==> config.mk <==
export PLATFORM = sky130hd
export DESIGN_NAME = stt_queue
export DESIGN_NICKNAME = d
export VERILOG_FILES = /design/src/design/stt_pkg.sv /design/src/design/stt_queue.sv
export SDC_FILE = /design/constraint.sdc
export NUM_CORES = 1
export LEC_CHECK = 0
export BUFFER_PORTS_ARGS = -buffer_cell sky130_fd_sc_hd__buf_2
export CORE_ASPECT_RATIO = 1.5
export CORE_MARGIN = 3
export CORE_UTILIZATION = 49
export CTS_CLUSTER_SIZE = 25
export DETAILED_ROUTE_END_ITERATION = 8
export PLACE_DENSITY = 0.68
export SLEW_MARGIN = 20
export SYNTH_ARGS = -nofsm -noshare
export SYNTH_HDL_FRONTEND = slang
export SYNTH_SLANG_ARGS = --single-unit
==> constraint.sdc <==
create_clock -name aclk -period 12.7 [get_ports aclk]
set_input_delay 3.81 -clock aclk [delete_from_list [all_inputs] [get_ports aclk]]
set_output_delay 3.81 -clock aclk [all_outputs]
set_load 0.02 [all_outputs]
==> src/design/stt_pkg.sv <==
// ---------------------------------------------------------------------------
// stt_pkg: shared types and constants for the source text tokenizer
// Mode codes, tag values, record kinds, error codes and the keyword table.
// ---------------------------------------------------------------------------
package stt_pkg;

    typedef enum logic [3:0] {
        M_IDLE    = 4'd0,
        M_IDENT   = 4'd1,
        M_NUMBER  = 4'd2,
        M_STRING  = 4'd3,
        M_ESCAPE  = 4'd4,
        M_COMMENT = 4'd5,
        M_PENDING = 4'd6,
        M_ERROR   = 4'd7
    } mode_t;

    localparam logic [1:0] KIND_TEXT  = 2'd0;
    localparam logic [1:0] KIND_TOKEN = 2'd1;
    localparam logic [1:0] KIND_ERROR = 2'd2;

    localparam logic [1:0] ERR_CHAR    = 2'd0;
    localparam logic [1:0] ERR_STR_END = 2'd1;
    localparam logic [1:0] ERR_ESC_END = 2'd2;
    localparam logic [1:0] ERR_BAD_ESC = 2'd3;

    localparam logic [6:0] TAG_IDENT  = 7'd44;
    localparam logic [6:0] TAG_NUMBER = 7'd45;
    localparam logic [6:0] TAG_STRING = 7'd46;
    localparam logic [6:0] TAG_PAIR0  = 7'd47;
    localparam logic [6:0] TAG_SHL    = 7'd59;
    localparam logic [6:0] TAG_SHR    = 7'd60;
    localparam logic [6:0] TAG_SINGLE0 = 7'd61;
    localparam logic [6:0] TAG_END    = 7'd81;

    localparam int          TABLE_SIZE = 44;
    localparam logic [19:0] POS_MAX = 20'hFFFFF;
    localparam logic [62:0] NUM_MAX = {63{1'b1}};
    // largest acc for which acc*10+9 fits
    localparam logic [62:0] NUM_SAFE = 63'd922337203685477579;

    typedef struct packed {
        logic [1:0]  rec_kind;
        logic [6:0]  tag;
        logic [19:0] line;
        logic [19:0] col;
        logic [7:0]  text_byte;
        logic [62:0] number_value;
        logic [1:0]  error_code;
        logic        last;
    } rec_t;

    // one queue entry: up to two records caused by one byte
    typedef struct packed {
        logic [1:0] cnt;
        rec_t       r0;
        rec_t       r1;
    } entry_t;

    // keyword text, byte p of entry i (0 past end)
    function automatic logic [7:0] kw_char(input int i, input int p);
        string s;
        case (i)
            0: s = "rax";   1: s = "rbx";   2: s = "rcx";   3: s = "rdx";
            4: s = "rsi";   5: s = "rdi";   6: s = "rbp";   7: s = "r8";
            8: s = "r9";    9: s = "r10";   10: s = "r11";  11: s = "r12";
            12: s = "r13";  13: s = "r14";  14: s = "r15";  15: s = "xmm0";
            16: s = "xmm1"; 17: s = "xmm2"; 18: s = "xmm3"; 19: s = "xmm4";
            20: s = "xmm5"; 21: s = "xmm6"; 22: s = "xmm7"; 23: s = "xmm8";
            24: s = "xmm9"; 25: s = "xmm10"; 26: s = "xmm11"; 27: s = "xmm12";
            28: s = "xmm13"; 29: s = "xmm14"; 30: s = "xmm15"; 31: s = "branch";
            32: s = "break"; 33: s = "continue"; 34: s = "else"; 35: s = "if";
            36: s = "loop"; 37: s = "macro"; 38: s = "pop"; 39: s = "proc";
            40: s = "push"; 41: s = "return"; 42: s = "val"; 43: s = "var";
            default: s = "";
        endcase
        if (p < s.len()) return s[p];
        return 8'd0;
    endfunction

    function automatic logic [3:0] kw_len(input int i);
        logic [3:0] n;
        n = 4'd0;
        for (int p = 0; p < 8; p++) begin
            if (kw_char(i, p) != 8'd0) n = 4'(p + 1);
        end
        return n;
    endfunction

    function automatic logic is_alpha(input logic [7:0] c);
        return (c >= "A" && c <= "Z") || (c >= "a" && c <= "z") || c == "_";
    endfunction

    function automatic logic is_digit(input logic [7:0] c);
        return c >= "0" && c <= "9";
    endfunction

    function automatic logic is_space(input logic [7:0] c);
        return c == 8'h09 || c == 8'h0D || c == 8'h0A || c == 8'h20;
    endfunction

    function automatic logic starts_pair(input logic [7:0] c);
        case (c)
            "+", "-", "*", "/", "%", "&", "|", "^", "<", ">", "=", "!": return 1'b1;
            default: return 1'b0;
        endcase
    endfunction

    // 0..19 index of a single-char op, 31 if none
    function automatic logic [4:0] single_idx(input logic [7:0] c);
        case (c)
            "[": return 5'd0;  "]": return 5'd1;  "(": return 5'd2;  ")": return 5'd3;
            "{": return 5'd4;  "}": return 5'd5;  "+": return 5'd6;  "-": return 5'd7;
            "*": return 5'd8;  "/": return 5'd9;  "%": return 5'd10; "&": return 5'd11;
            "|": return 5'd12; "^": return 5'd13; "=": return 5'd14; "<": return 5'd15;
            ">": return 5'd16; "#": return 5'd17; ",": return 5'd18; ";": return 5'd19;
            default: return 5'd31;
        endcase
    endfunction

    function automatic logic [3:0] eq_idx(input logic [7:0] c);
        case (c)
            "+": return 4'd0;  "-": return 4'd1;  "*": return 4'd2;  "/": return 4'd3;
            "%": return 4'd4;  "&": return 4'd5;  "|": return 4'd6;  "^": return 4'd7;
            "<": return 4'd8;  ">": return 4'd9;  "=": return 4'd10; "!": return 4'd11;
            default: return 4'd15;
        endcase
    endfunction

endpackage

==> src/design/stt_queue.sv <==
// ---------------------------------------------------------------------------
// stt_queue: entry queue between lexer and record output
// Four-deep FIFO of entries; full is registered state so the lexer ready
// does not depend on the output side combinationally.
// ---------------------------------------------------------------------------
module stt_queue (
    input  logic            aclk,
    input  logic            aresetn,
    input  logic            wr_en,
    input  stt_pkg::entry_t wr_data,
    output logic            full,
    output logic            rd_valid,
    output stt_pkg::entry_t rd_data,
    input  logic            rd_en
);
    import stt_pkg::*;

    entry_t     mem_reg [4];
    logic [1:0] wp_reg, rp_reg;
    logic [2:0] cnt_reg;

    assign full     = cnt_reg == 3'd4;
    assign rd_valid = cnt_reg != 3'd0;
    assign rd_data  = mem_reg[rp_reg];

    always_ff @(posedge aclk) begin
        if (wr_en) mem_reg[wp_reg] <= wr_data;
    end

    always_ff @(posedge aclk) begin
        if (!aresetn) begin
            wp_reg  <= 2'd0;
            rp_reg  <= 2'd0;
            cnt_reg <= 3'd0;
        end else begin
            if (wr_en) wp_reg <= wp_reg + 2'd1;
            if (rd_en) rp_reg <= rp_reg + 2'd1;
            cnt_reg <= cnt_reg + {2'd0, wr_en} - {2'd0, rd_en};
        end
    end

endmodule

; After elaboration in Yosys (flattened, before gate mapping)
; Memory sizes are Yosys's and may differ from the RTL's. A register that Yosys moved wholly into a read port is not among the register bits.
; Cells that the tools add are included.
[totals]
register_bits = 7
latch_bits = 0
ram_bits = 992
romBits = 0
in_bits = 252
output_inout_bits = 250
elab_cells = 14
mem_count = 1
[memory_table]
columns = name, words, word_bits, rd, rd_ports_with_merged_regs, write_ports, line_no
row1 = mem_reg, 4, 248, 1, 1, 1, stt_queue.sv:18  ; entry_t mem_reg [4];
[op_classes]
addsub = 4
multipliers = 0
n_div = 0
magnitude_cmp = 0
n_eq_ne = 1
shift = 0
n_mux = 4
bitwise_logic = 0
reduce_logical = 1
[ops]
columns = operator, n
row1 = $add 2x1->2 const B, 2
row2 = $mux 2, 2
row3 = $add 3x1->3, 1
row4 = $eq 3x3->1 const B, 1
row5 = $reduce_bool 3->1, 1
row6 = $sub 3x1->3, 1
row7 = $mux 1, 2

; Longest topological paths before layout
[depth]
depth_word = 3
depth_mapped = 7

; Worst setup path after synthesis
; OpenSTA, ideal clock, no wires.
[synth_timing]
kind = input port to flip-flop
startpoint = input port wr_en
endpoint = memory mem_reg[0][0] (netlist name) (enable)
setup_ps = 639
arrival_ps = 9417
path_slack_ps = 2643
cell_stages = 1
path_buffers = 0
path_cell_list = and2_1
[synth_between]
elab_chain_cells = 2
[synth_lines]
columns = item, line_no
row1 = "start, declared", stt_queue.sv:9  ; input logic wr_en,
row2 = $mux 1, stt_queue.sv:27  ; if (wr_en) mem_reg[wp_reg] <= wr_data;
row3 = $mux 1 (not written as such), stt_queue.sv:27
row4 = "end, declared", stt_queue.sv:18
; No other way between the ends.

==> metrics.txt <==
result of the run finished clean; Syn. warnings 0; area delta synth->final 17.3%; CTS Root Buffer Type clkbuf_16; post-synthesis simple-gate area fraction 0.209%; initial DRC count 952; via count 16.2k; die height 340 µm; post-CTS sizing 0; Post-Syn Area per Cell 27.2 µm²; Hold Vio Cnt, Final 0; maximum capacitance violations 0; TritonCTS clock tree done; RR Endpoint mem_reg[0][162]; Req. time, crit path 8.89 ns; Post-CTS Setup Bufs 0; Design Area, Final 42700 µm²; DRC errors left 0; RSZ-0062 raised after global routing no; dpl cells 2786; R2R Path Start wp_reg[0]; mux cell area share after synthesis 15.3%; Finish-stage setup viols 0; global placement routability congestion 0.759; row count 121; post-synth top area share 81.7%; syn_nets 1598; sequential share of the synthesized area 82.2%; router iterations before antenna repair 5; Post-synth EDFFs 992; CP Data Arrival Time 3.17 ns; crit-path leading delay family buffers and inverters; GR Overflow Total 0; Rel. slew slack 30.3%; Worst-Skew Late Latency 0.64 ns; static leakage 14.2 nW; Num Clock Sinks 1001; H-Tree Depth 3; synth cell count leaders 992 x edfxtp_1, 248 x mux4_2, 24 x buf_2, 22 x buf_12, 9 x dfxtp_1; mapped cell area 36500 µm²; XOR/XNOR share of the synthesized area 0.113%; detailed-route wire length 72500 µm; Synth area leader edfxtp_1; final core area utilization 58.5%; flop-to-flop setup slack 9.95 ns; Max Clock Freq 143 MHz; Stages on worst setup path 3; Worst Setup End Kind output port; Tcrit/Tclk final 55.0%; crit-path max FO 66; drt wl/cell 24.4 µm; Netlist cell types 21; PwrDens 170 nW/µm²; die area 77800 µm²; total power 7.28 mW; Synth area leaders edfxtp_1 82%, mux4_2 15%, buf_12 1.2%; Final min period 6.98 ns; layout cell share with drive strength beyond 1 46.0%; die extent in x 229 µm; Setup Skew 0.0192 ns; non-filler cells, final 2974; HPWL Detailed 44600 µm; Starting Density 49.9%; CP Buf/Inv Count 2; Synth Area in Compound Gates 0.0412%; worst min-delay path class register to register; largest family of logic cells by synthesized area multiplexers; initial antenna violation count 32; GRT Util Overall 18.9%; CTS Buffer Depth 3; area post-placement 39700 µm²; core area 73100 µm²; fin nets 2153; number of global-route vias before repair 17.5k; CP Cell Sequence buf_4 > mux4_2 > buf_2; Routed Antenna Nets 0; Worst Setup Start Kind register; Num CTS Buffers 90; CTS Hold Buffers Added 0; global-route wire length before repair 111000 µm; Reg clk slew, reported paths 0.06 ns; worst setup path endpoint rd_data[214]; Final TNS setup 0 ns; FF+latch count, synth 1001; Synth Area in Adders 0.261%; I/O pin count 502; worst ir drop on vdd 0.000133 V; max reg flops 992; Synth Instances 1339; CP max stage cell dfxtp_4; WS Path Type register to output port; Final Slew Violations 0; CP peak stage delay 0.93 ns; Slew @ Worst Pin 1.04 ns; ys async rst share 0%; drt via density 5.44; worst reg2reg path depth 4; largest net degree at the start of global routing 141; Top FF cell, synth edfxtp_1; IO Port Bufs 501; most common cell in the netlist edfxtp_1
-- worst register-to-register path: stages (launching register included) --
cell and delay (ns):
dfxtp_1 0.35, inv_1 0.10, ha_1 0.14, and2_4 0.78, buf_4 0.89
-- how the worst min path moves through the flow --
stage	from	to	slack, ns	cells after the start
global placement	rp_reg[1]	register	0.50	2
detailed placement	rp_reg[1]	register	0.52	2
floorplan	rp_reg[1]	register	0.50	2
global route	rp_reg[1]	register	0.57	2
CTS	rp_reg[1]	register	0.53	2
finish	rp_reg[1]	register	0.54	2
-- per-stage QoR --
stage	hold WS [ns]	worst slack [ns]
2_1_floorplan	0.499	2.64
3_3_place_gp	0.500	6.04
3_5_place_dp	0.519	6.04
4_1_cts	0.530	5.32
5_1_grt	0.573	5.39
6_report	0.541	5.72
-- power breakdown --
part | internal (mW) | total (mW) | switching [mW]
Clock | 1.54 | 2.68 | 1.14
Combinational | 0.295 | 0.753 | 0.458
Sequential | 3.80 | 3.85 | 0.0448
Total | 5.64 | 7.28 | 1.64
-- per-layer routing --
| metal | wire, µm | up-vias | track usage, % |
|---|---|---|---|
| met1 | 26900 | 8496 | 23.4 |
| met5 | 119 | - | 0 |
| met4 | 2240 | 18 | 7.28 |
| met3 | 6870 | 138 | 7.15 |
| met2 | 36400 | 552 | 30.5 |
| li1 | - | 6960 | - |
-- cell families (layout without fill, tap and decap cells) --
kind of cell / after synthesis / count (layout)
AO/OA/AOI/OAI: 2 / 2
XOR/XNOR: 3 / 3
adder cells (fa/ha/maj): 7 / 7
buffers and inverters: 63 / 686
flip-flops: 1001 / 1001
multiplexers: 249 / 249
other: 0 / 28
AND/OR/NAND/NOR: 14 / 14
-- cell usage in the layout, fill, tap and decap left out, types with 7 or more instances in the layout --
cell | synthesis | routed
buf_2 | 24 | 501
buf_4 | 2 | 14
bufinv_16 | 0 | 11
clkbuf_1 | 4 | 13
clkbuf_16 | 0 | 91
clkinv_1 | 0 | 19
clkinv_2 | 0 | 18
dfxtp_1 | 9 | 7
diode_2 | 0 | 28
edfxtp_1 | 992 | 992
inv_1 | 7 | 7
mux4_2 | 248 | 248
-- area by class of cell --
cell class | instances | area [µm²]
timing repair buffer | 519 | 2680
sequential | 1001 | 30000
multi-input combinational | 275 | 5830
fill | 5266 | 30400
clock buffer | 104 | 2330
tap | 984 | 1230
inverter | 7 | 26.3
antenna | 28 | 70.1
clock inverter | 56 | 599
Note: power is estimated with default switching activity, not from simulation.
