### src/design/stt_pkg.sv
// ---------------------------------------------------------------------------
// stt_pkg: shared types and constants for the source text tokenizer
// Mode codes, tag values, record kinds, error codes and the keyword table.
// ---------------------------------------------------------------------------
package stt_pkg;

    typedef enum logic [3:0] {
        M_IDLE    = 4'd0,
        M_IDENT   = 4'd1,
        M_NUMBER  = 4'd2,
        M_STRING  = 4'd3,
        M_ESCAPE  = 4'd4,
        M_COMMENT = 4'd5,
        M_PENDING = 4'd6,
        M_ERROR   = 4'd7
    } mode_t;

    localparam logic [1:0] KIND_TEXT  = 2'd0;
    localparam logic [1:0] KIND_TOKEN = 2'd1;
    localparam logic [1:0] KIND_ERROR = 2'd2;

    localparam logic [1:0] ERR_CHAR    = 2'd0;
    localparam logic [1:0] ERR_STR_END = 2'd1;
    localparam logic [1:0] ERR_ESC_END = 2'd2;
    localparam logic [1:0] ERR_BAD_ESC = 2'd3;

    localparam logic [6:0] TAG_IDENT  = 7'd44;
    localparam logic [6:0] TAG_NUMBER = 7'd45;
    localparam logic [6:0] TAG_STRING = 7'd46;
    localparam logic [6:0] TAG_PAIR0  = 7'd47;
    localparam logic [6:0] TAG_SHL    = 7'd59;
    localparam logic [6:0] TAG_SHR    = 7'd60;
    localparam logic [6:0] TAG_SINGLE0 = 7'd61;
    localparam logic [6:0] TAG_END    = 7'd81;

    localparam int          TABLE_SIZE = 44;
    localparam logic [19:0] POS_MAX = 20'hFFFFF;
    localparam logic [62:0] NUM_MAX = {63{1'b1}};
    // largest acc for which acc*10+9 fits
    localparam logic [62:0] NUM_SAFE = 63'd922337203685477579;

    typedef struct packed {
        logic [1:0]  rec_kind;
        logic [6:0]  tag;
        logic [19:0] line;
        logic [19:0] col;
        logic [7:0]  text_byte;
        logic [62:0] number_value;
        logic [1:0]  error_code;
        logic        last;
    } rec_t;

    // one queue entry: up to two records caused by one byte
    typedef struct packed {
        logic [1:0] cnt;
        rec_t       r0;
        rec_t       r1;
    } entry_t;

    // keyword text, byte p of entry i (0 past end)
    function automatic logic [7:0] kw_char(input int i, input int p);
        string s;
        case (i)
            0: s = "rax";   1: s = "rbx";   2: s = "rcx";   3: s = "rdx";
            4: s = "rsi";   5: s = "rdi";   6: s = "rbp";   7: s = "r8";
            8: s = "r9";    9: s = "r10";   10: s = "r11";  11: s = "r12";
            12: s = "r13";  13: s = "r14";  14: s = "r15";  15: s = "xmm0";
            16: s = "xmm1"; 17: s = "xmm2"; 18: s = "xmm3"; 19: s = "xmm4";
            20: s = "xmm5"; 21: s = "xmm6"; 22: s = "xmm7"; 23: s = "xmm8";
            24: s = "xmm9"; 25: s = "xmm10"; 26: s = "xmm11"; 27: s = "xmm12";
            28: s = "xmm13"; 29: s = "xmm14"; 30: s = "xmm15"; 31: s = "branch";
            32: s = "break"; 33: s = "continue"; 34: s = "else"; 35: s = "if";
            36: s = "loop"; 37: s = "macro"; 38: s = "pop"; 39: s = "proc";
            40: s = "push"; 41: s = "return"; 42: s = "val"; 43: s = "var";
            default: s = "";
        endcase
        if (p < s.len()) return s[p];
        return 8'd0;
    endfunction

    function automatic logic [3:0] kw_len(input int i);
        logic [3:0] n;
        n = 4'd0;
        for (int p = 0; p < 8; p++) begin
            if (kw_char(i, p) != 8'd0) n = 4'(p + 1);
        end
        return n;
    endfunction

    function automatic logic is_alpha(input logic [7:0] c);
        return (c >= "A" && c <= "Z") || (c >= "a" && c <= "z") || c == "_";
    endfunction

    function automatic logic is_digit(input logic [7:0] c);
        return c >= "0" && c <= "9";
    endfunction

    function automatic logic is_space(input logic [7:0] c);
        return c == 8'h09 || c == 8'h0D || c == 8'h0A || c == 8'h20;
    endfunction

    function automatic logic starts_pair(input logic [7:0] c);
        case (c)
            "+", "-", "*", "/", "%", "&", "|", "^", "<", ">", "=", "!": return 1'b1;
            default: return 1'b0;
        endcase
    endfunction

    // 0..19 index of a single-char op, 31 if none
    function automatic logic [4:0] single_idx(input logic [7:0] c);
        case (c)
            "[": return 5'd0;  "]": return 5'd1;  "(": return 5'd2;  ")": return 5'd3;
            "{": return 5'd4;  "}": return 5'd5;  "+": return 5'd6;  "-": return 5'd7;
            "*": return 5'd8;  "/": return 5'd9;  "%": return 5'd10; "&": return 5'd11;
            "|": return 5'd12; "^": return 5'd13; "=": return 5'd14; "<": return 5'd15;
            ">": return 5'd16; "#": return 5'd17; ",": return 5'd18; ";": return 5'd19;
            default: return 5'd31;
        endcase
    endfunction

    function automatic logic [3:0] eq_idx(input logic [7:0] c);
        case (c)
            "+": return 4'd0;  "-": return 4'd1;  "*": return 4'd2;  "/": return 4'd3;
            "%": return 4'd4;  "&": return 4'd5;  "|": return 4'd6;  "^": return 4'd7;
            "<": return 4'd8;  ">": return 4'd9;  "=": return 4'd10; "!": return 4'd11;
            default: return 4'd15;
        endcase
    endfunction

endpackage

### src/design/stt_back.sv
// ---------------------------------------------------------------------------
// stt_back: record serializer
// Hands out the one or two records of each queue entry as single beats.
// ---------------------------------------------------------------------------
module stt_back (
    input  logic            aclk,
    input  logic            aresetn,
    input  logic            q_valid,
    input  stt_pkg::entry_t q_data,
    output logic            q_pop,
    output logic            out_valid,
    output stt_pkg::rec_t   out_rec,
    input  logic            out_ready
);
    import stt_pkg::*;

    logic sel_reg;

    assign out_valid = q_valid;
    assign out_rec   = sel_reg ? q_data.r1 : q_data.r0;
    assign q_pop     = q_valid && out_ready && (sel_reg || q_data.cnt == 2'd1);

    always_ff @(posedge aclk) begin
        if (!aresetn) begin
            sel_reg <= 1'b0;
        end else if (q_valid && out_ready) begin
            sel_reg <= !q_pop;
        end
    end

endmodule

### config.mk
export PLATFORM = sky130hd
export DESIGN_NAME = stt_back
export DESIGN_NICKNAME = d
export VERILOG_FILES = /design/src/design/stt_pkg.sv /design/src/design/stt_back.sv
export SDC_FILE = /design/constraint.sdc
export NUM_CORES = 1
export LEC_CHECK = 0
export BUFFER_PORTS_ARGS = -buffer_cell sky130_fd_sc_hd__buf_2
export CAP_MARGIN = 5
export CORE_AREA = 2 2 147 149
export CTS_BUF_LIST = sky130_fd_sc_hd__clkbuf_16
export DETAILED_ROUTE_END_ITERATION = 10
export DIE_AREA = 0 0 149 151
export GPL_TIMING_DRIVEN = 0
export PLACE_DENSITY = 0.43
export REMOVE_ABC_BUFFERS = 1
export SLEW_MARGIN = 20
export SYNTH_ARGS = -nofsm -noshare
export SYNTH_HDL_FRONTEND = slang
export SYNTH_SLANG_ARGS = --single-unit
export TNS_END_PERCENT = 100
### constraint.sdc
create_clock -name aclk -period 1.34 [get_ports aclk]
set_input_delay 0.134 -clock aclk [delete_from_list [all_inputs] [get_ports aclk]]
set_output_delay 0.134 -clock aclk [all_outputs]
set_load 0.005 [all_outputs]
# --- After elaboration in Yosys (flattened, before gate mapping) ---
# Cells that the tools add are included.
word_totals:
  register_bits: 1
  out_inout_bits: 125
  word_cells: 7
  inputBits: 252
  mem_bits_ro: 0
  latch_bits: 0
  ram_bits: 0
  memories: 0
classes:
  n_reduce_logical: 4
  multipliers: 0
  shift: 0
  n_mux: 1
  addsub: 0
  eq_ne: 1
  bitwise_logic: 0
  div_mod_pow: 0
  order_cmp: 0
op_table:
  columns: ["operator", "n"]
  rows:
  - ["$mux W123", 1]
  - ["$eq A2 B1 Y1 const B", 1]
  - ["$logic_and A1 B1 Y1", 2]
  - ["$logic_not A1 Y1", 1]
  - ["$logic_or A1 B1 Y1", 1]

# --- Logic depth before layout (Yosys ltp) ---
# Gate-level depths: netlist of the first run.
depth:
  depth_word: 4
  mapped_depth: 5

# --- Worst setup path after synthesis of the first run ---
# OpenSTA, ideal clock, no wires.
synth_path:
  path_kind: "flip-flop to output port"
  start: "register sel_reg"
  end: "output out_rec[100] (netlist bit)"
  arrival_ps: 1039
  path_slack_ps: 167
  required_time_ps: 1206
  path_buffers: 3
  path_stages_with_launch: 5
  cell_sequence: "dfxtp_1 buf_6 buf_6 buf_4 mux2_2"
synth_lines:
  columns: ["item", "line_no", "rtl"]
  rows:
  - ["start: declaration", "stt_back.sv:17", "logic sel_reg;"]
  - ["start signal: assignment", "stt_back.sv:27", "sel_reg <= !q_pop;"]
  - ["end: declaration", "stt_back.sv:12", "output stt_pkg::rec_t out_rec,"]

==> results of run 1 <==
## cell families (layout without fill, tap and decap cells)
kind of cell           Yosys count  count (layout)  synth area share [%]
DFF                              1               1                  1.30
and+or+nand+nor                  6               6                  1.79
muxes                          123             123                  89.9
AOI/OAI and AO/OA                1               1                 0.488
buffers and inverters           15             386                  6.50
## worst max-delay path: stages, from the launching register on
cell     delay (ns)
dfxtp_4        0.36
buf_4          0.14
buf_16         0.17
mux2_2         0.38
buf_2          0.13
## worst min path at each step
stage / startpoint / to / slack, ns / cells past startpoint
finish: aresetn / sel_reg$_SDFFE_PN0P_ / 0.39 / 2
global route: aresetn / sel_reg$_SDFFE_PN0P_ / 0.41 / 2
CTS: aresetn / sel_reg$_SDFFE_PN0P_ / 0.39 / 2
detailed placement: aresetn / sel_reg$_SDFFE_PN0P_ / 0.39 / 2
global placement: aresetn / sel_reg$_SDFFE_PN0P_ / 0.39 / 2
floorplan: q_valid / out_valid / 0.27 / 0
## power by group through the flow
stage / clock [W] / combinational [W] / sequential (W)
after global placement: 0 / 0.00113 / 0.000112
final: 0 / 0.00121 / 0.0000353
after global routing: 0 / 0.00133 / 0.0000363
after CTS: 0 / 0.00120 / 0.0000389
after detailed placement: 0 / 0.00116 / 0.0000448
after floorplan: 0 / 0.000442 / 0.0000891
## layer usage
layer	track usage, %	wire (um)
met5	0	13
met4	0	16
met3	1.08	1020
met2	15.7	5700
met1	9.33	4050
## cell usage in the layout, fill, tap and decap left out, types with 2 or more instances in the layout
master / instances
mux2_2: 123
nor2_1: 2
buf_4: 5
buf_2: 376
buf_16: 2
nand2_1: 2
## area by class of cell
| cell class | count | area share (%) |
|---|---|---|
| flip-flops and latches | 1 | 0.619 |
| well taps | 275 | 8.96 |
| multi-input cells | 130 | 37.0 |
| repair buffers | 386 | 53.4 |
## through the flow
stage               instances  total power [W]
global placement          782          0.00124
global route              792          0.00136
floorplan                 131         0.000531
CTS                       787          0.00124
finish                    792          0.00124
detailed placement        784          0.00121
## repair_timing
item | CTS | global route
pin swaps | 0 | 0
setup buffers | 2 | 3
gates cloned | 1 | 2
gates resized for setup | 0 | 2
setup endpoints to repair | 113 | 85
==> results.md, run 1 <==
- WS Path Type: reg -> out
- R2r setup slk: 0.26 ns
- RD Place Congestion: 0.748
- First-pass GRT wire length: 13,400 um
- Worst-case reg-to-reg path depth: 3
- Reg-to-reg endpoint: sel_reg$_SDFFE_PN0P_
- Placement Cell Area: 3720 um^2
- Final Critical Period: 1.35 ns
- Final period utilization: 101%
- Sequential share of power: 2.8%
- DRT iter0 DRCs: 27
- Die ar.: 22,500 um^2
- Hold_buf cts: 0
- Worst-margin pin slew: 0.175 ns
- Worst Setup SP: sel_reg$_SDFFE_PN0P_
- Initial Util: 7.40%
- Clock skew after layout: 0 ns
- Number of synthesis warnings: 0
- Fin. Hold Viols: 0
- Area Overhead vs Synth: 149%
- Num rows: 53
- Syn Area/Cell: 10.5 um^2
- Worst Setup End Kind: output port
- Ys async rst share: 0%
- First-pass iteration count of the detailed router: 2
- Most frequent cell after synthesis: mux2_2
- CP endpoint: out_rec[46]
- Slew Viols, Final: 0
- Required time worst endpoint: 1.21 ns
- Synth top area cells: mux2_2 90%, buf_2 2.6%, buf_4 2.4%
- Core ar.: 20,800 um^2
- Leak: 2.03 nW
- Worst Hold Slack: 0.391 ns
- Worst r2r src: sel_reg$_SDFFE_PN0P_
- PD cells: 324 nW/um^2
- Largest net degree at the start of global routing: 59
- Total gr overflow: 0
- Max Cap Violations: 0
- I/O pins: 377
- Synth top area share: 89.9%
- Clock network power share: 0%
- Dpl hpwl: 9570 um
- Fmax: 0.743 GHz
- WP data arrival: 1.21 ns
- Logic gate share of total power: 97.2%
- Clk Latency, worst-skew pair: 0 ns
- Post-route setup slack: -0.00675 ns
- Mapped Cells: 146
- DP Worst Slack: -0.152 ns
- Inserted Diodes: 0
- Antenna violations before repair: 2
- Fillers: 2,358
- # port buffers: 376
- Outcome: complete, but fails checks
- Max-slew headroom: 88.3%
- Top post-synthesis cells by count: 123 x mux2_2, 8 x buf_2, 5 x buf_4
- Final Routed Wirelength: 10,800 um
- Hold Crit Class: in -> reg
- # setup viols final: 1
- Final nets: 771
- Layout cells sized above 1: 98.6%
- Area leader, netlist: mux2_2
- Worst-path clk slew: 0 ns
- Failing checks: negative setup slack
- Seq/Total Area, Yosys: 1.30%
- Die Ht: 151 um
- Die width: 149 um
- Ys flop type: dfxtp_1
- Sequential cell area: 23.8 um^2
- Crit path launch type: register
- Multi-input gate area: 1420 um^2
- Flops & latches, synth: 1
- Worst Path Max Fanout: 28
- WL/cell: 13.6 um
- RSZ-0062 raised after global routing: true
- Yosys cell types: 10
- Max VDD drop: 0.0897 mV
- Final Cell Area: 3840 um^2
- Sw Pwr: 0.000429 W
- Remaining DRCs: 0
- EDFF count, synth: 0
- Finished Core Util: 18.4%
- Via count of the first global-routing pass: 2,440
- Max FFs per register: 1
- Syn Std Cell Area: 1540 um^2
- Final setup TNS: -0.00675 ns
- Routed vias/inst: 3.36
- Total via count in the routed design: 2,658
- Overall routing resource usage: 7.84%
- Routed Antenna Nets: 0
- Switch share: 34.5%
- P_int: 0.000814 W
Note: power is estimated with default switching activity, not from simulation.
==> inputs of run 2 (changes only) <==
--- a/config.mk
+++ b/config.mk
@@ -12,7 +12,7 @@
 export DETAILED_ROUTE_END_ITERATION = 10
 export DIE_AREA = 0 0 149 151
 export GPL_TIMING_DRIVEN = 0
-export PLACE_DENSITY = 0.43
+export PLACE_DENSITY_LB_ADDON = 0.12
 export REMOVE_ABC_BUFFERS = 1
 export SLEW_MARGIN = 20
 export SYNTH_ARGS = -nofsm -noshare
==> results.md, run 2 (synthesis gave the netlist of run 1 again) <==
- Final nets: 775
- Max Cap Violations: 0
- DP Worst Slack: -0.0935 ns
- R2r setup slk: 0.06 ns
- RD Place Congestion: 0.771
- Hold_buf cts: 0
- Required time worst endpoint: 1.21 ns
- Placed cells: 784
- Max VDD drop: 0.216 mV
- Post-route setup slack: 0.00879 ns
- Worst Path Max Fanout: 31
- Remaining DRCs: 0
- Clock skew after layout: 0 ns
- WP data arrival: 1.20 ns
- Max-slew headroom: 87.0%
- Worst r2r src: sel_reg$_SDFFE_PN0P_
- Slew Viols, Final: 0
- WS Path Type: reg -> out
- Clk Latency, worst-skew pair: 0 ns
- WHS Endpoint: sel_reg$_SDFFE_PN0P_
- Sequential cell area: 23.8 um^2
- WL/cell: 13.0 um
- Antenna violations before repair: 0
- Total via count in the routed design: 2,693
- Final Routed Wirelength: 10,300 um
- Overall routing resource usage: 6.44%
- Hold Crit Class: in -> reg
- PD cells: 327 nW/um^2
- Largest net degree at the start of global routing: 63
- Final Non-Filler Cells: 796
- Final setup TNS: 0 ns
- Fmax: 0.751 GHz
- Worst Hold Path Cells: 2
- Routed vias/inst: 3.38
- Final Critical Period: 1.33 ns
- Commonest non-fill, non-tap cell in the layout: buf_2
- Initial Util: 7.40%
- Worst-path clk slew: 0 ns
- Die width: 149 um
- Hold Startpoint: aresetn
- # port buffers: 376
- Num rows: 53
- Dpl hpwl: 8420 um
- Die ar.: 22,500 um^2
- Outcome: finished, final reports clean
- Most frequent cells in the layout: 375 x buf_2, 118 x mux2_2, 6 x buf_4
- Final period utilization: 99.3%
- Reg-to-reg endpoint: sel_reg$_SDFFE_PN0P_
- DRT iter0 DRCs: 25
- Worst-case reg-to-reg path depth: 4
- Total gr overflow: 0
- Core ar.: 20,800 um^2
- Worst Setup End Kind: output port
- Worst-margin pin slew: 0.195 ns
- Layout cells sized above 1: 98.8%
- RSZ-0062 raised after global routing: true
- Multi-input gate area: 1440 um^2
- Routed Antenna Nets: 0
- Die Ht: 151 um
- Fillers: 2,359
- Area Overhead vs Synth: 153%
- Crit path launch type: register
- Overall power: 0.00127 W
- Max FFs per register: 1
- Fin. Hold Viols: 0
- First-pass iteration count of the detailed router: 4
- # setup viols final: 0
- First-pass GRT wire length: 11,800 um
- I/O pins: 377
- Inserted Diodes: 0
- Leak: 2.07 nW
- Via count of the first global-routing pass: 2,461
-- run 2: cell count changes in the layout (fill, tap and decap cells not counted), sizes merged --
cell / previous run / this run
buf: 384 / 387
clkbuf: 1 / 3
bufbuf: 1 / 0
-- run 2: per-layer routing --
metal | global-route usage [%] | vias to the layer above | wire, um
met4 | 0.143 | 0 | 25
met1 | 6.56 | 1198 | 3660
met5 | 0 | - | 0
li1 | - | 1307 | -
met2 | 14.4 | 186 | 5810
met3 | 0.633 | 2 | 853
-- run 2: where the power goes --
part	switching, W	internal [W]	total [W]
Combinational	0.000442	0.000794	0.00124
Clock	0	0	0
Sequential	0.00000211	0.0000316	0.0000337
-- run 2: critical path, cell delays in order (launching register included) --
cell and delay (ns):
dfxtp_4 0.34, buf_4 0.12, buf_16 0.18, mux2_2 0.37, buf_2 0.15
-- run 2: area by class of cell --
| class | count | share of cell area, % |
|---|---|---|
| Multi-Input combinational cell | 130 | 37.1 |
| Tap cell | 275 | 8.85 |
| Timing Repair Buffer | 390 | 53.5 |
| Sequential cell | 1 | 0.611 |
-- run 2: how the worst max path moves through the flow --
stage / from / end / cells after the start
after floorplan: sel_reg$_SDFFE_PN0P_ / out_rec[0] / 1
final: sel_reg$_SDFFE_PN0P_ / out_rec[79] / 4
after global placement: sel_reg$_SDFFE_PN0P_ / out_rec[120] / 2
after detailed placement: sel_reg$_SDFFE_PN0P_ / out_rec[65] / 3
after CTS: sel_reg$_SDFFE_PN0P_ / out_rec[65] / 3
after global routing: sel_reg$_SDFFE_PN0P_ / out_rec[28] / 4
-- run 2: per-stage QoR --
| step | util [%] | cell area [um^2] | hold WS, ns |
|---|---|---|---|
| floorplan | - | 1440 | 0.268 |
| global placement | 17.6 | 3670 | 0.440 |
| detailed placement | 17.9 | 3720 | 0.431 |
| CTS | 17.9 | 3730 | 0.431 |
| global route | 18.7 | 3890 | 0.441 |
| finish | 18.7 | 3890 | 0.422 |
-- run 2: what timing repair did --
| item | CTS | global route |
|---|---|---|
| resized for setup | 2 | 5 |
| endpoints found under the hold margin | 0 | 0 |
| gates cloned | 0 | 5 |
| buffers inserted | 0 | 7 |
| endpoints found under the setup margin | 119 | 120 |
==> inputs of run 3 (changes only) <==
--- a/config.mk
+++ b/config.mk
@@ -12,7 +12,7 @@
 export DETAILED_ROUTE_END_ITERATION = 10
 export DIE_AREA = 0 0 149 151
 export GPL_TIMING_DRIVEN = 0
-export PLACE_DENSITY_LB_ADDON = 0.12
+export PLACE_DENSITY = 0.42
 export REMOVE_ABC_BUFFERS = 1
 export SLEW_MARGIN = 20
 export SYNTH_ARGS = -nofsm -noshare
==> results.md, run 3 (synthesis gave the netlist of run 1 again) <==
- Outcome: finished, final reports clean
- Crit-path cells: buf_4 > buf_6 > mux2_2 > buf_2
- Sw Pwr: 0.000463 W
- Worst-case reg-to-reg path depth: 4
- Total via count in the routed design: 2,667
- Commonest non-fill, non-tap cell in the layout: buf_2
- Required time worst endpoint: 1.21 ns
- Fin. Hold Viols: 0
- WS Path Type: reg -> out
- P_int: 0.000840 W
- Final nets: 776
- Max VDD drop: 0.0924 mV
- Slew Viols, Final: 0
- Via count of the first global-routing pass: 2,298
- Worst Hold Path Cells: 2
- Die Ht: 151 um
- Clock skew after layout: 0 ns
- Worst Hold Slack: 0.404 ns
- Leak: 2.08 nW
- Final Critical Period: 1.32 ns
- Worst r2r src: sel_reg$_SDFFE_PN0P_
- Routed vias/inst: 3.35
- Max FFs per register: 1
- WP depth: 4
- Inserted Diodes: 0
- Crit path launch type: register
- WHS Endpoint: sel_reg$_SDFFE_PN0P_
- Largest net degree at the start of global routing: 56
- Worst Setup SP: sel_reg$_SDFFE_PN0P_
- Sequential share of power: 2.7%
- # setup viols final: 0
- Initial Util: 7.40%
- Remaining DRCs: 0
- Routed Antenna Nets: 0
- Final Routed Wirelength: 10,600 um
- WP data arrival: 1.18 ns
- Final Non-Filler Cells: 797
- Final period utilization: 98.4%
- CP top delay family: buffers and inverters
- RD Place Congestion: 0.756
- Worst-margin pin slew: 0.164 ns
- Layout cells sized above 1: 98.7%
- Max incr delay on CP: 0.36 ns
- Slowest-stage cell, CP: dfxtp_4
- DRT iter0 DRCs: 56
- Hold_buf cts: 0
- Max-slew headroom: 89.1%
- Dpl hpwl: 8380 um
- Num rows: 53
- Clock network power share: 0%
- Worst-path clk slew: 0 ns
- Buf+Inv Stages, Crit Path: 3
- Hold Startpoint: aresetn
- I/O pins: 377
- Antenna violations before repair: 2
- R2r setup slk: 0.08 ns
- First-pass GRT wire length: 11,900 um
- Worst Setup End Kind: output port
- WL/cell: 13.3 um
- First-pass iteration count of the detailed router: 4
- RSZ-0062 raised after global routing: true
- Worst Path Max Fanout: 13
- Placed cells: 784
- Max Cap Violations: 0
- Clk Latency, worst-skew pair: 0 ns
- Hold Crit Class: in -> reg
- Die ar.: 22,500 um^2
- Total gr overflow: 0
- Die width: 149 um
- Area Overhead vs Synth: 155%
- Fmax: 0.759 GHz
- Overall routing resource usage: 6.65%
- Reg-to-reg endpoint: sel_reg$_SDFFE_PN0P_
- # port buffers: 376
- Most frequent cells in the layout: 376 x buf_2, 123 x mux2_2, 4 x clkbuf_16, 4 x buf_6
- Switch share: 35.5%
- Logic gate share of total power: 97.3%
- PD cells: 331 nW/um^2
- Core ar.: 20,800 um^2
## run 3: cell types whose count changed in the layout (fill, tap and decap cells not counted), sizes merged
cell | before | now
clkbuf | 3 | 4
## run 3: layout make-up
class,instances,area [um^2]
fillers,2364,16900
flip-flops and latches,1,23.8
well taps,275,344
repair buffers,391,2150
multi-input cells,130,1420
## run 3: worst max-delay path by stage
stage	endpoint	slack [ns]
detailed placement	out_rec[111]	-0.18
CTS	out_rec[103]	-0.08
floorplan	out_rec[0]	-2.33
global placement	out_rec[100]	-3.83
global route	out_rec[45]	-0.03
finish	out_rec[35]	0.02
## run 3: through the flow
step / area [um^2] / setup WS [ns] / util [%] / total power [W] / setup TNS (ns)
2_1_floorplan: 1440 / -2.33 / - / 0.000531 / -290.56
3_3_place_gp: 3670 / -3.83 / 17.6 / 0.00125 / -463.99
3_5_place_dp: 3720 / -0.181 / 17.9 / 0.00122 / -12.60
4_1_cts: 3770 / -0.0823 / 18.1 / 0.00125 / -2.83
5_1_grt: 3940 / -0.0260 / 18.9 / 0.00142 / -0.527
6_report: 3940 / 0.0221 / 18.9 / 0.00130 / 0
## run 3: what timing repair did
| action | 4_1_cts | 5_1_grt |
|---|---|---|
| gates resized for setup | 0 | 5 |
| cloned | 1 | 6 |
| setup endpoints to repair | 110 | 81 |
| setup buffers | 2 | 4 |
## run 3: layer usage
metal  GRT usage (%)  up-vias  wire length [um]
li1                -     1306                 -
met1            7.79     1173              4020
met2            13.5      180              5710
met3           0.813        4               873
met4               0        4                 2
met5               0        -                22
## run 3: power by group through the flow
stage | Combinational, W | Sequential [W] | Clock, W
6_report | 0.00127 | 0.0000350 | 0
5_1_grt | 0.00138 | 0.0000353 | 0
4_1_cts | 0.00121 | 0.0000395 | 0
3_5_place_dp | 0.00117 | 0.0000445 | 0
3_3_place_gp | 0.00114 | 0.000113 | 0
2_1_floorplan | 0.000442 | 0.0000891 | 0
